==> src/design/bfmr_pkg.sv <==
// Shared types, codes and pointer helpers for the byte ring FIFO with mark/rewind.
package bfmr_pkg;

    // Byte store geometry
    localparam int SLOTS   = 256;
    localparam int PTR_W   = $clog2(SLOTS);
    localparam int DATA_W  = 8;
    localparam int CNT_W   = 8;
    localparam int LVL_W   = 8;

    // Largest usable capacity: one slot always stays spare
    localparam logic [LVL_W-1:0] CAP_MAX = LVL_W'(SLOTS - 1);

    // Action codes
    typedef enum logic [2:0] {
        ACT_WRITE  = 3'd0,
        ACT_READ   = 3'd1,
        ACT_PEEK   = 3'd2,
        ACT_SKIP   = 3'd3,
        ACT_MARK   = 3'd4,
        ACT_REWIND = 3'd5,
        ACT_UNGET  = 3'd6,
        ACT_CLEAR  = 3'd7
    } action_t;

    // Status codes
    localparam logic [1:0] ST_DONE  = 2'd0;
    localparam logic [1:0] ST_EMPTY = 2'd1;
    localparam logic [1:0] ST_FULL  = 2'd2;

    // Byte store access for one item
    typedef struct packed {
        logic              wr_en;
        logic [PTR_W-1:0]  wr_addr;
        logic [DATA_W-1:0] wr_data;
        logic              rd_en;
        logic [PTR_W-1:0]  rd_addr;
    } mem_req_t;

    // Result fields known at acceptance; data comes from the store's read register the cycle after
    typedef struct packed {
        logic              rd_sel;
        logic [1:0]        status;
        logic [CNT_W-1:0]  moved;
        logic [LVL_W-1:0]  level;
    } res_t;

    // Pointer advance with wrap at slots; ptr < slots and n < slots
    function automatic logic [PTR_W-1:0] wrap_add(
        input logic [PTR_W-1:0] ptr,
        input logic [PTR_W-1:0] n,
        input logic [PTR_W:0]   slots
    );
        logic [PTR_W:0] sum;
        begin
            sum = {1'b0, ptr} + {1'b0, n};
            if (sum >= slots)
            begin
                sum = sum - slots;
            end
            return sum[PTR_W-1:0];
        end
    endfunction

endpackage

==> src/design/byte_ring_fifo_mark_rewind.sv <==
// Top level: byte ring FIFO with mark/rewind, one action per clock.
//
//  channel  | ports                                 | handshake
//  ---------+---------------------------------------+---------------------------
//  item in  | action, data_in, count                | start high, busy low
//  result   | data_out, status, moved, level        | done high for one cycle
//  config   | cfg_data                              | cfg_we high, no wait
//
// One item is accepted every clock; busy stays low.
// The result of an item appears in the cycle after it is accepted, set by the
// registered read port of the byte store.
// Reset clears the pointers, level and capacity (to 255); the store is not cleared.
// The receiver cannot stall: each result is shown for exactly one cycle.
module byte_ring_fifo_mark_rewind
    import bfmr_pkg::*;
(
    input  logic              clk,
    input  logic              rst_n,
    input  logic              cfg_we,
    input  logic [LVL_W-1:0]  cfg_data,
    input  logic              start,
    output logic              busy,
    input  logic [2:0]        action,
    input  logic [DATA_W-1:0] data_in,
    input  logic [CNT_W-1:0]  count,
    output logic              done,
    output logic [DATA_W-1:0] data_out,
    output logic [1:0]        status,
    output logic [CNT_W-1:0]  moved,
    output logic [LVL_W-1:0]  level
);

    logic              item_en;
    mem_req_t          req;
    res_t              res;
    res_t              res_reg;
    logic              done_reg;
    logic [DATA_W-1:0] rd_data;

    // Single-pass datapath never holds off an item
    assign busy    = 1'b0;
    assign item_en = start && !busy;

    bfmr_ctrl u_ctrl (
        .clk      (clk),
        .rst_n    (rst_n),
        .cfg_we   (cfg_we),
        .cfg_data (cfg_data),
        .item_en  (item_en),
        .action   (action),
        .data_in  (data_in),
        .count    (count),
        .req      (req),
        .res      (res)
    );

    bfmr_store u_store (
        .clk     (clk),
        .req     (req),
        .rd_data (rd_data)
    );

    // Result register
    always_ff @(posedge clk)
    begin
        if (item_en)
        begin
            res_reg <= res;
        end
    end

    // Result strobe
    always_ff @(posedge clk or negedge rst_n)
    begin
        if (!rst_n)
        begin
            done_reg <= 1'b0;
        end
        else
        begin
            done_reg <= item_en;
        end
    end

    // Byte from the store only for a read or peek that went through
    assign done     = done_reg;
    assign data_out = res_reg.rd_sel ? rd_data : '0;
    assign status   = res_reg.status;
    assign moved    = res_reg.moved;
    assign level    = res_reg.level;

    // Every accepted item yields exactly one result the next cycle
    a_done_follows: assert property (@(posedge clk) disable iff (!rst_n)
        item_en |=> done)
        else $error("accepted item produced no result");

    a_no_spurious: assert property (@(posedge clk) disable iff (!rst_n)
        !item_en |=> !done)
        else $error("result without accepted item");

    // A byte is returned only with done status
    a_data_status: assert property (@(posedge clk) disable iff (!rst_n)
        done && res_reg.rd_sel |-> status == ST_DONE)
        else $error("byte returned on refused action");

endmodule

==> src/design/bfmr_store.sv <==
// Byte store: one write port and one registered read port.
module bfmr_store
    import bfmr_pkg::*;
(
    input  logic              clk,
    input  mem_req_t          req,
    output logic [DATA_W-1:0] rd_data
);

    logic [DATA_W-1:0] mem [SLOTS];
    logic [DATA_W-1:0] rd_data_reg;

    // Write port
    always_ff @(posedge clk)
    begin
        if (req.wr_en)
        begin
            mem[req.wr_addr] <= req.wr_data;
        end
    end

    // Registered read port
    always_ff @(posedge clk)
    begin
        if (req.rd_en)
        begin
            rd_data_reg <= mem[req.rd_addr];
        end
    end

    assign rd_data = rd_data_reg;

endmodule

==> src/design/bfmr_ctrl.sv <==
// Pointer, level and capacity registers with the per-item action decode.
module bfmr_ctrl
    import bfmr_pkg::*;
(
    input  logic              clk,
    input  logic              rst_n,
    input  logic              cfg_we,
    input  logic [LVL_W-1:0]  cfg_data,
    input  logic              item_en,
    input  logic [2:0]        action,
    input  logic [DATA_W-1:0] data_in,
    input  logic [CNT_W-1:0]  count,
    output mem_req_t          req,
    output res_t              res
);

    logic [LVL_W-1:0] cap_reg;
    logic [PTR_W-1:0] rp_reg, rp_next;
    logic [PTR_W-1:0] wp_reg, wp_next;
    logic [PTR_W-1:0] mp_reg, mp_next;
    logic [LVL_W-1:0] level_reg, level_next;

    logic [LVL_W-1:0] cap_eff;
    logic [PTR_W:0]   slots;
    logic             full;
    logic             empty;
    logic [LVL_W-1:0] skip_n;
    logic [PTR_W:0]   rew_gap;
    logic [PTR_W:0]   rew_sum;
    logic [PTR_W-1:0] rp_dec;
    logic [PTR_W-1:0] rp_inc;
    logic [PTR_W-1:0] wp_inc;
    logic [PTR_W-1:0] peek_addr;
    logic [PTR_W-1:0] skip_rp;

    // Effective capacity and ring size
    always_comb
    begin
        cap_eff = (cap_reg == '0) ? LVL_W'(1) : cap_reg;
        if (cap_eff > CAP_MAX)
        begin
            cap_eff = CAP_MAX;
        end
        slots = {1'b0, cap_eff} + (PTR_W+1)'(1);
    end

    // Shared pointer arithmetic
    always_comb
    begin
        full      = (level_reg >= cap_eff);
        empty     = (level_reg == '0);
        skip_n    = (count < level_reg) ? count : level_reg;
        rp_inc    = wrap_add(rp_reg, PTR_W'(1), slots);
        wp_inc    = wrap_add(wp_reg, PTR_W'(1), slots);
        peek_addr = wrap_add(rp_reg, count, slots);
        skip_rp   = wrap_add(rp_reg, skip_n, slots);
        rp_dec    = (rp_reg == '0) ? PTR_W'(slots - (PTR_W+1)'(1)) : rp_reg - PTR_W'(1);
        rew_gap   = (rp_reg >= mp_reg) ? {1'b0, rp_reg} - {1'b0, mp_reg}
                                       : slots - {1'b0, mp_reg} + {1'b0, rp_reg};
        rew_sum   = {1'b0, level_reg} + rew_gap;
    end

    // Action decode
    always_comb
    begin
        rp_next    = rp_reg;
        wp_next    = wp_reg;
        mp_next    = mp_reg;
        level_next = level_reg;
        req        = '0;
        req.wr_data = data_in;
        res.rd_sel = 1'b0;
        res.status = ST_DONE;
        res.moved  = '0;

        unique case (action_t'(action))
            ACT_WRITE:
            begin
                if (full)
                begin
                    res.status = ST_FULL;
                end
                else
                begin
                    req.wr_en   = 1'b1;
                    req.wr_addr = wp_reg;
                    wp_next     = wp_inc;
                    level_next  = level_reg + LVL_W'(1);
                    res.moved   = CNT_W'(1);
                end
            end
            ACT_READ:
            begin
                if (empty)
                begin
                    res.status = ST_EMPTY;
                end
                else
                begin
                    req.rd_en   = 1'b1;
                    req.rd_addr = rp_reg;
                    res.rd_sel  = 1'b1;
                    rp_next     = rp_inc;
                    level_next  = level_reg - LVL_W'(1);
                    res.moved   = CNT_W'(1);
                end
            end
            ACT_PEEK:
            begin
                if (count >= level_reg)
                begin
                    res.status = ST_EMPTY;
                end
                else
                begin
                    req.rd_en   = 1'b1;
                    req.rd_addr = peek_addr;
                    res.rd_sel  = 1'b1;
                end
            end
            ACT_SKIP:
            begin
                if (empty)
                begin
                    res.status = ST_EMPTY;
                end
                else
                begin
                    rp_next    = skip_rp;
                    level_next = level_reg - skip_n;
                    res.moved  = skip_n;
                end
            end
            ACT_MARK:
            begin
                mp_next = rp_reg;
            end
            ACT_REWIND:
            begin
                // refused when the restored bytes would overfill the ring
                if (mp_reg != rp_reg)
                begin
                    if (rew_sum > {1'b0, cap_eff})
                    begin
                        res.status = ST_FULL;
                    end
                    else
                    begin
                        rp_next    = mp_reg;
                        level_next = rew_sum[LVL_W-1:0];
                        res.moved  = rew_gap[CNT_W-1:0];
                    end
                end
            end
            ACT_UNGET:
            begin
                if (full)
                begin
                    res.status = ST_FULL;
                end
                else
                begin
                    rp_next     = rp_dec;
                    req.wr_en   = 1'b1;
                    req.wr_addr = rp_dec;
                    level_next  = level_reg + LVL_W'(1);
                    res.moved   = CNT_W'(1);
                end
            end
            ACT_CLEAR:
            begin
                rp_next    = '0;
                wp_next    = '0;
                mp_next    = '0;
                level_next = '0;
            end
        endcase

        res.level = level_next;

        // no store access unless an item is taken
        if (!item_en)
        begin
            req.wr_en = 1'b0;
            req.rd_en = 1'b0;
        end
    end

    // State registers; a capacity write empties the ring
    always_ff @(posedge clk or negedge rst_n)
    begin
        if (!rst_n)
        begin
            cap_reg   <= CAP_MAX;
            rp_reg    <= '0;
            wp_reg    <= '0;
            mp_reg    <= '0;
            level_reg <= '0;
        end
        else if (cfg_we)
        begin
            cap_reg   <= cfg_data;
            rp_reg    <= '0;
            wp_reg    <= '0;
            mp_reg    <= '0;
            level_reg <= '0;
        end
        else if (item_en)
        begin
            rp_reg    <= rp_next;
            wp_reg    <= wp_next;
            mp_reg    <= mp_next;
            level_reg <= level_next;
        end
    end

    // Level never exceeds the effective capacity
    a_level_cap: assert property (@(posedge clk) disable iff (!rst_n)
        level_reg <= cap_eff)
        else $error("fill level above capacity");

    // Write pointer always sits level bytes past the read pointer
    a_wp_track: assert property (@(posedge clk) disable iff (!rst_n)
        wp_reg == wrap_add(rp_reg, level_reg, slots))
        else $error("write pointer out of step with read pointer and level");

    // Pointers stay inside the ring
    a_ptr_range: assert property (@(posedge clk) disable iff (!rst_n)
        {1'b0, rp_reg} < slots && {1'b0, mp_reg} < slots)
        else $error("pointer outside ring");

    // Store is never read and written by the same item
    a_one_port: assert property (@(posedge clk) disable iff (!rst_n)
        !(req.wr_en && req.rd_en))
        else $error("read and write issued together");

endmodule
==> config.mk <==
export PLATFORM = sky130hd
export DESIGN_NAME = byte_ring_fifo_mark_rewind
export DESIGN_NICKNAME = d
export VERILOG_FILES = /design/src/design/bfmr_pkg.sv /design/src/design/byte_ring_fifo_mark_rewind.sv /design/src/design/bfmr_store.sv /design/src/design/bfmr_ctrl.sv
export SDC_FILE = /design/constraint.sdc
export NUM_CORES = 2
export LEC_CHECK = 0
export ABC_AREA = 0
export BUFFER_PORTS_ARGS = -buffer_cell sky130_fd_sc_hd__buf_2
export CORE_MARGIN = 2
export CORE_UTILIZATION = 57
export DETAILED_ROUTE_END_ITERATION = 8
export GPL_TIMING_DRIVEN = 0
export PLACE_DENSITY_LB_ADDON = 0.08
export SYNTH_ARGS = -nofsm -noshare
export SYNTH_HDL_FRONTEND = slang
export SYNTH_HIERARCHICAL = 1
export SYNTH_SLANG_ARGS = --single-unit
==> constraint.sdc <==
create_clock -name clk -period 6.04 [get_ports clk]
set_clock_uncertainty 0.1 [all_clocks]
set_input_delay 0.906 -clock clk [delete_from_list [all_inputs] [get_ports clk]]
set_output_delay 0.906 -clock clk [all_outputs]
set_load 0.1 [all_outputs]
=== After elaboration in Yosys (flattened, before gate mapping) ===
Memory sizes are Yosys's and may differ from the RTL's. A register that Yosys moved wholly into a read port is not among the register bits.
Cells that the tools add are included.
Widths: inputs -> output; s select.

* Order comparisons: 10
* Add/subtract/negate cells: 18
* Reductions and logical operators: 13
* Multiplexer cells: 57
* Eq/ne operators: 14

{| class="wikitable"
|+ Operators by type and width
! cell !! count
|-
| $mux 8 || 30
|-
| $pmux 8 s5 || 2
|-
| $mux 9 || 5
|-
| $sub 8x8->8 || 5
|-
| $ge 9x9->1 || 4
|-
| $pmux 9 s2 || 2
|-
| $pmux 8 s2 || 2
|-
| $pmux 8 s4 || 1
|-
| $add 8x1->9 const B || 3
|-
| $ge 8x8->1 || 3
|-
| $logic_not 8->1 || 3
|-
| $sub 8x1->8 const B || 3
|-
| $add 8x8->9 || 2
|-
| $ne 3x3->1 const B || 5
|-
| $eq 3x3->1 const B || 4
|-
| $mux 1 || 10
|-
| $mux 10 || 1
|-
| $add 8x9->9 || 1
|-
| $add 9x8->9 || 1
|-
| $gt 9x8->1 || 1
|-
| $sub 8x8->9 || 1
|-
| $sub 9x8->9 || 1
|-
| $add 8x1->8 const B || 1
|-
| $gt 8x8->1 const B || 1
|-
| 16 further kinds || 20
|}

* Word-level logic and storage cells: 123
* Output and inout bits: 28
* Memory bits (writable): 2,048
* Memories: 1
* Register bits after elaboration: 60
* Input port bits: 31

{| class="wikitable"
|+ Memories
! memory !! words !! width !! read ports !! clocked after Yosys merged registers in !! wr ports !! line !! RTL
|-
| u_store.mem || 256 || 8 || 1 || 1 || 1 || bfmr_store.sv:10 || <nowiki>logic [DATA_W-1:0] mem [SLOTS];</nowiki>
|}

=== Logic depth before layout (Yosys ltp) ===
* Depth after elaboration: 15
* Gate-level depth with buffers: 30
* Depth with buffers taken out: 28

=== Modules after synthesis ===
Netlist, hierarchy kept.

{| class="wikitable"
|+ By module, submodules not included
! module !! sequential area each (um^2) !! area each (um^2) !! cells an instance !! times used
|-
| bfmr_store || 61,739.2 || 79,636.4 || 3,733 || 1
|-
| bfmr_ctrl || 1,011.0 || 8,025.2 || 1,061 || 1
|-
| byte_ring_fifo_mark_rewind || 595.6 || 792.0 || 48 || 1
|}

=== Worst setup path before layout ===
OpenSTA, ideal clock, no wires.

* Kind: reg-to-reg
* From: register u_ctrl.cap_reg[4]
* To: register res_reg, in the netlist level[4] (data pin)
* Cell stages (with the launch flop): 30
* Path slack: -233 ps
* Arrival time: 5,983 ps
* Buffers on the path: 1
* Library setup time: 190 ps
* Cells stage by stage: dfstp_2 > clkbuf_1 > nor4_1 > a31oi_1 > inv_1 > ha_1 > inv_1 > ha_1 > fa_1 > a21oi_1 > nor2_1 > or3_1 > a21oi_1 > a21oi_1 > ha_1 > nand3_1 > o2111ai_1 > a21o_1 > a21oi_1 > xnor2_1 > ha_1 > nand2_1 > nor2_1 > a221oi_1 > a41oi_1 > a21o_1 > a211o_1 > or2_1 > o221a_2 > a222oi_1

{| class="wikitable"
|+ RTL lines
! what !! line !! RTL
|-
| from (decl) || bfmr_ctrl.sv:17 || <nowiki>logic [LVL_W-1:0] cap_reg;</nowiki>
|-
| from (signal assigned) || bfmr_ctrl.sv:202 || <nowiki>cap_reg <= cfg_data;</nowiki>
|-
| to (signal assigned) || byte_ring_fifo_mark_rewind.sv:68 || <nowiki>res_reg <= res;</nowiki>
|-
| to (decl) || byte_ring_fifo_mark_rewind.sv:36 || <nowiki>res_t res_reg;</nowiki>
|}

==> metrics list <==
* Worst-Skew Late Latency: 850 ps
- Path type of the worst setup path: reg2reg
* FP Rows: 144
- Final hold vios: 0
* Actual slew at the worst max-slew pin: 1480 ps
* Number of placed I/O pins: 59
- Summed negative setup slack over all endpoints: -7710 ps
- The via count of the first global-routing pass is 49648.
- Post-route setup slack: -408 ps
- The top cell types in the final layout, fill and taps aside, are edfxtp_1 (2075), mux4_2 (454), buf_4 (232).
* Share of cells above drive strength 1: 0.341
- Wires add up to 283000 um.
- Most used DFF post-synth: edfxtp_1
- Dividing total power by cell area gives a power density of 394 nW/um^2.
- Detailed-route DRC error count: 0
- Combined global-route utilization of all metal layers: 0.357
- After clock tree synthesis, the clock-pin slew on the worst setup and hold paths is 60 ps.
* Overflow after GRT: 0
- Final core utilization: 0.685
- Setup violation total in the final timing report: 176
* Number of antenna violations at the first check in global routing: 5
- The first global-routing pass estimated 386000 um of wire.
- The worst-case IR drop observed on VDD is 0.000416 V.
* Slack of the worst reg-to-reg path: -410 ps
- The number of clock buffers added by TritonCTS is 209.
- In this run the cell area of the synthesized design comes to 88500 um^2.
* Most common library cell in the layout ignoring fill and taps: edfxtp_1
- Type of the tightest min-delay check: in2async
- LEAKAGE: between 0.03 and 0.04 uW
* Final Total Pwr: approximately 42000 uW
- Number of cells on the worst reg-to-reg path: 22
- The most numerous cell type found on the critical path is a21oi_2.
- Synthesis handed over a netlist of ~4800 instances.
- Reg-to-Reg Start: u_ctrl/rp_reg[1]
* # H-tree levels: 4
- The run finished, with violations left.
- Remaining number of nets flagged by the antenna check after routing: 0
- The tree is rooted in a clkbuf_16.
* Worst path cell trace: ha_4 -> a21o_1 -> a21oi_2 -> nor2b_1 -> o21a_1 -> o41ai_4 -> xnor2_2 -> ha_1 -> nand4_1 -> nor2_1 -> a221o_1 -> a31oi_4 -> clkbuf_4 -> a21oi_1 -> o22ai_4 -> buf_2 -> clkbuf_2 -> o221ai_2 -> nor3_1 -> a21oi_2 -> a22oi_2 -> nor4_4
- Counting distinct cell types in the post-synthesis netlist gives 96.
- After clock tree synthesis, the flow added hold-fix buffers numbering 0.
- For this run, the slowest stage of the critical path takes 560 ps.
* Slowest library cell on the worst path: clkbuf_2
- After the first detailed-routing iteration, the DRC count stood at 7787.
* TritonCTS clock tree: built
- In this run the worst path has a maximum fanout of 10.
- Final Cycle Share: 1.07
- Detailed routing inserted a total of 52388 vias.
* Number of sinks driven by the clock tree: 2116
- Setup repair after global routing could not meet its margin everywhere.
- Excluding fillers, the count of instances in the completed layout stands at 7560.
* Share of synthesized registers carrying an async set or reset: 0.0194
- Of the synthesized area, sequential elements account for 0.716.
- Fill cells: approximately 10000
- The die covers between 150000 and 200000 um^2.
- Max Cap Viol: 0
* End of the worst register-to-register path: u_store/rd_data[6]
* Initial standard-cell utilization of the core: 0.574
* Number of I/O port buffers: 48
- The net count of the finished layout is 5503.
- Count of state elements after synthesis: ~2100
* Max-slew violations: 0
- Highest clock frequency the design can meet: 155 MHz
* GP Congestion: 1.03
* Post-DP HPWL: 185000 um
- In this run, synthesis inferred 2075 flip-flops with an integrated enable.
- Synth Warn #: 6
- Clock Path Buffers: 3
* Via density per instance: approximately 7
- A synthesized cell averages 18.3 um^2.
- The register with the most flip-flops in the layout has 2048 of them.
* Area Growth Syn to Fin: 19.3%
- Detailed Routing Iterations Pass 1: 8
* Chip width: 398 um
- Largest Register: u_store/mem
* Mapped Nets: 5006
- Pin count of the biggest net entering global routing: 150
* Worst rel slew slack: 0.0100
* WL/cell: 37.5 um
* Critical Path End Type: register
- After detailed placement, the design holds a cell count of 6953.
- The final reports fail on setup timing.
* Core outline area: 154000 um^2
* Die Y: 398 um
- Type of element launching the critical path: register
* Min cycle time layout: between 6000 and 7000 ps
* Required time worst endpoint: 6520 ps
* Worst endpoint data arrival time: 6930 ps
## cells by family after synthesis
logic type,share of synthesized area
flops,0.716
compound gates,0.0556
xor+xnor,0.00832
other cells,0.0000424
simple gates,0.0409
buf+inv,0.0241
fa+ha+maj,0.0203
mux,0.135
## cell usage after synthesis (23+ instances only)
cell type,count,area [um^2]
edfxtp_1,2075,62300
mux4_2,454,10200
nor2_1,374,1400
a21oi_1,186,931
mux2i_1,155,1550
clkbuf_1,139,522
a22oi_1,138,1040
nand2_1,122,458
ha_1,116,1450
inv_1,83,312
o21ai_0,79,395
nand3_1,66,330
xnor2_1,61,534
buf_4,54,405
o221ai_1,53,464
nor3_1,47,235
nor2b_1,46,288
o22ai_1,37,231
buf_2,36,180
dfrtp_1,33,826
a211oi_1,29,218
nor4_1,28,175
a21o_1,24,180
buf_1,24,90.1
buf_6,23,259
nand2b_1,23,144
xor2_1,23,201
## per-layer routing
layer / part of all wire / track usage / up-vias
li1: - / - / 20764
met2: 0.44 / 0.511 / 3658
met1: 0.37 / 0.504 / 27303
met4: 0.060 / 0.175 / 6
met5: 0.0014 / 0.00636 / -
met3: 0.13 / 0.107 / 657
## layout make-up
| class | instances | area [um^2] | area share |
|---|---|---|---|
| sequential | 2116 | 63400 | 0.600 |
| multi-input combinational | 2344 | 26700 | 0.253 |
| clock buffer | 263 | 5510 | 0.0522 |
| buffer | 284 | 3040 | 0.0288 |
| timing repair buffer | 299 | 2810 | 0.0266 |
| tap | 2044 | 2560 | 0.0242 |
| clock inverter | 123 | 1210 | 0.0115 |
| inverter | 85 | 332 | 0.00314 |
| antenna | 2 | 5.00 | 0.0000474 |
## worst max-delay path, delay by kind of cell, from the launching register on
kind,cells,cell delay (ps)
AOI/OAI and AO/OA,11,2880
adders and majority gates,2,570
buffers and inverters,3,1250
and+or+nand+nor,5,710
DFF,1,520
xor gates and xnor gates,1,170
## metrics by stage
stage	hold slack, ps	setup WS (ps)	cell area, um^2
finish	172	-408	106000
global route	207	-456	106000
CTS	153	-288	103000
detailed placement	380	-3870	91800
global placement	369	-4010	91300
floorplan	350	-1.38	88500
## how the worst max path moves through the flow
stage / startpoint / end / cells after the start
2_1_floorplan: u_ctrl/cap_reg[4] / level[4] / 29
3_3_place_gp: count[0] / u_store/rd_data[3] / 27
3_5_place_dp: count[0] / u_store/rd_data[3] / 26
4_1_cts: u_ctrl/cap_reg[3] / level[4] / 26
5_1_grt: u_ctrl/cap_reg[2] / level[4] / 29
6_report: u_ctrl/rp_reg[1] / u_store/rd_data[6] / 22
## power breakdown
part           total, uW  internal, uW  switching (uW)
clock              12900          7300            5550
sequential         16400         16300             159
combinational      12200          5000            7240
total              41500         28600           13000
## repair_timing
item | CTS | global route
endpoints found under the setup margin | 2089 | 2023
endpoints found under the hold margin | 0 | 0
cloned | 4 | 2
pin swaps | 120 | 126
resized for setup | 915 | 384
buffers inserted | 127 | 101
No activity file was read; power rests on OpenSTA's default activity.
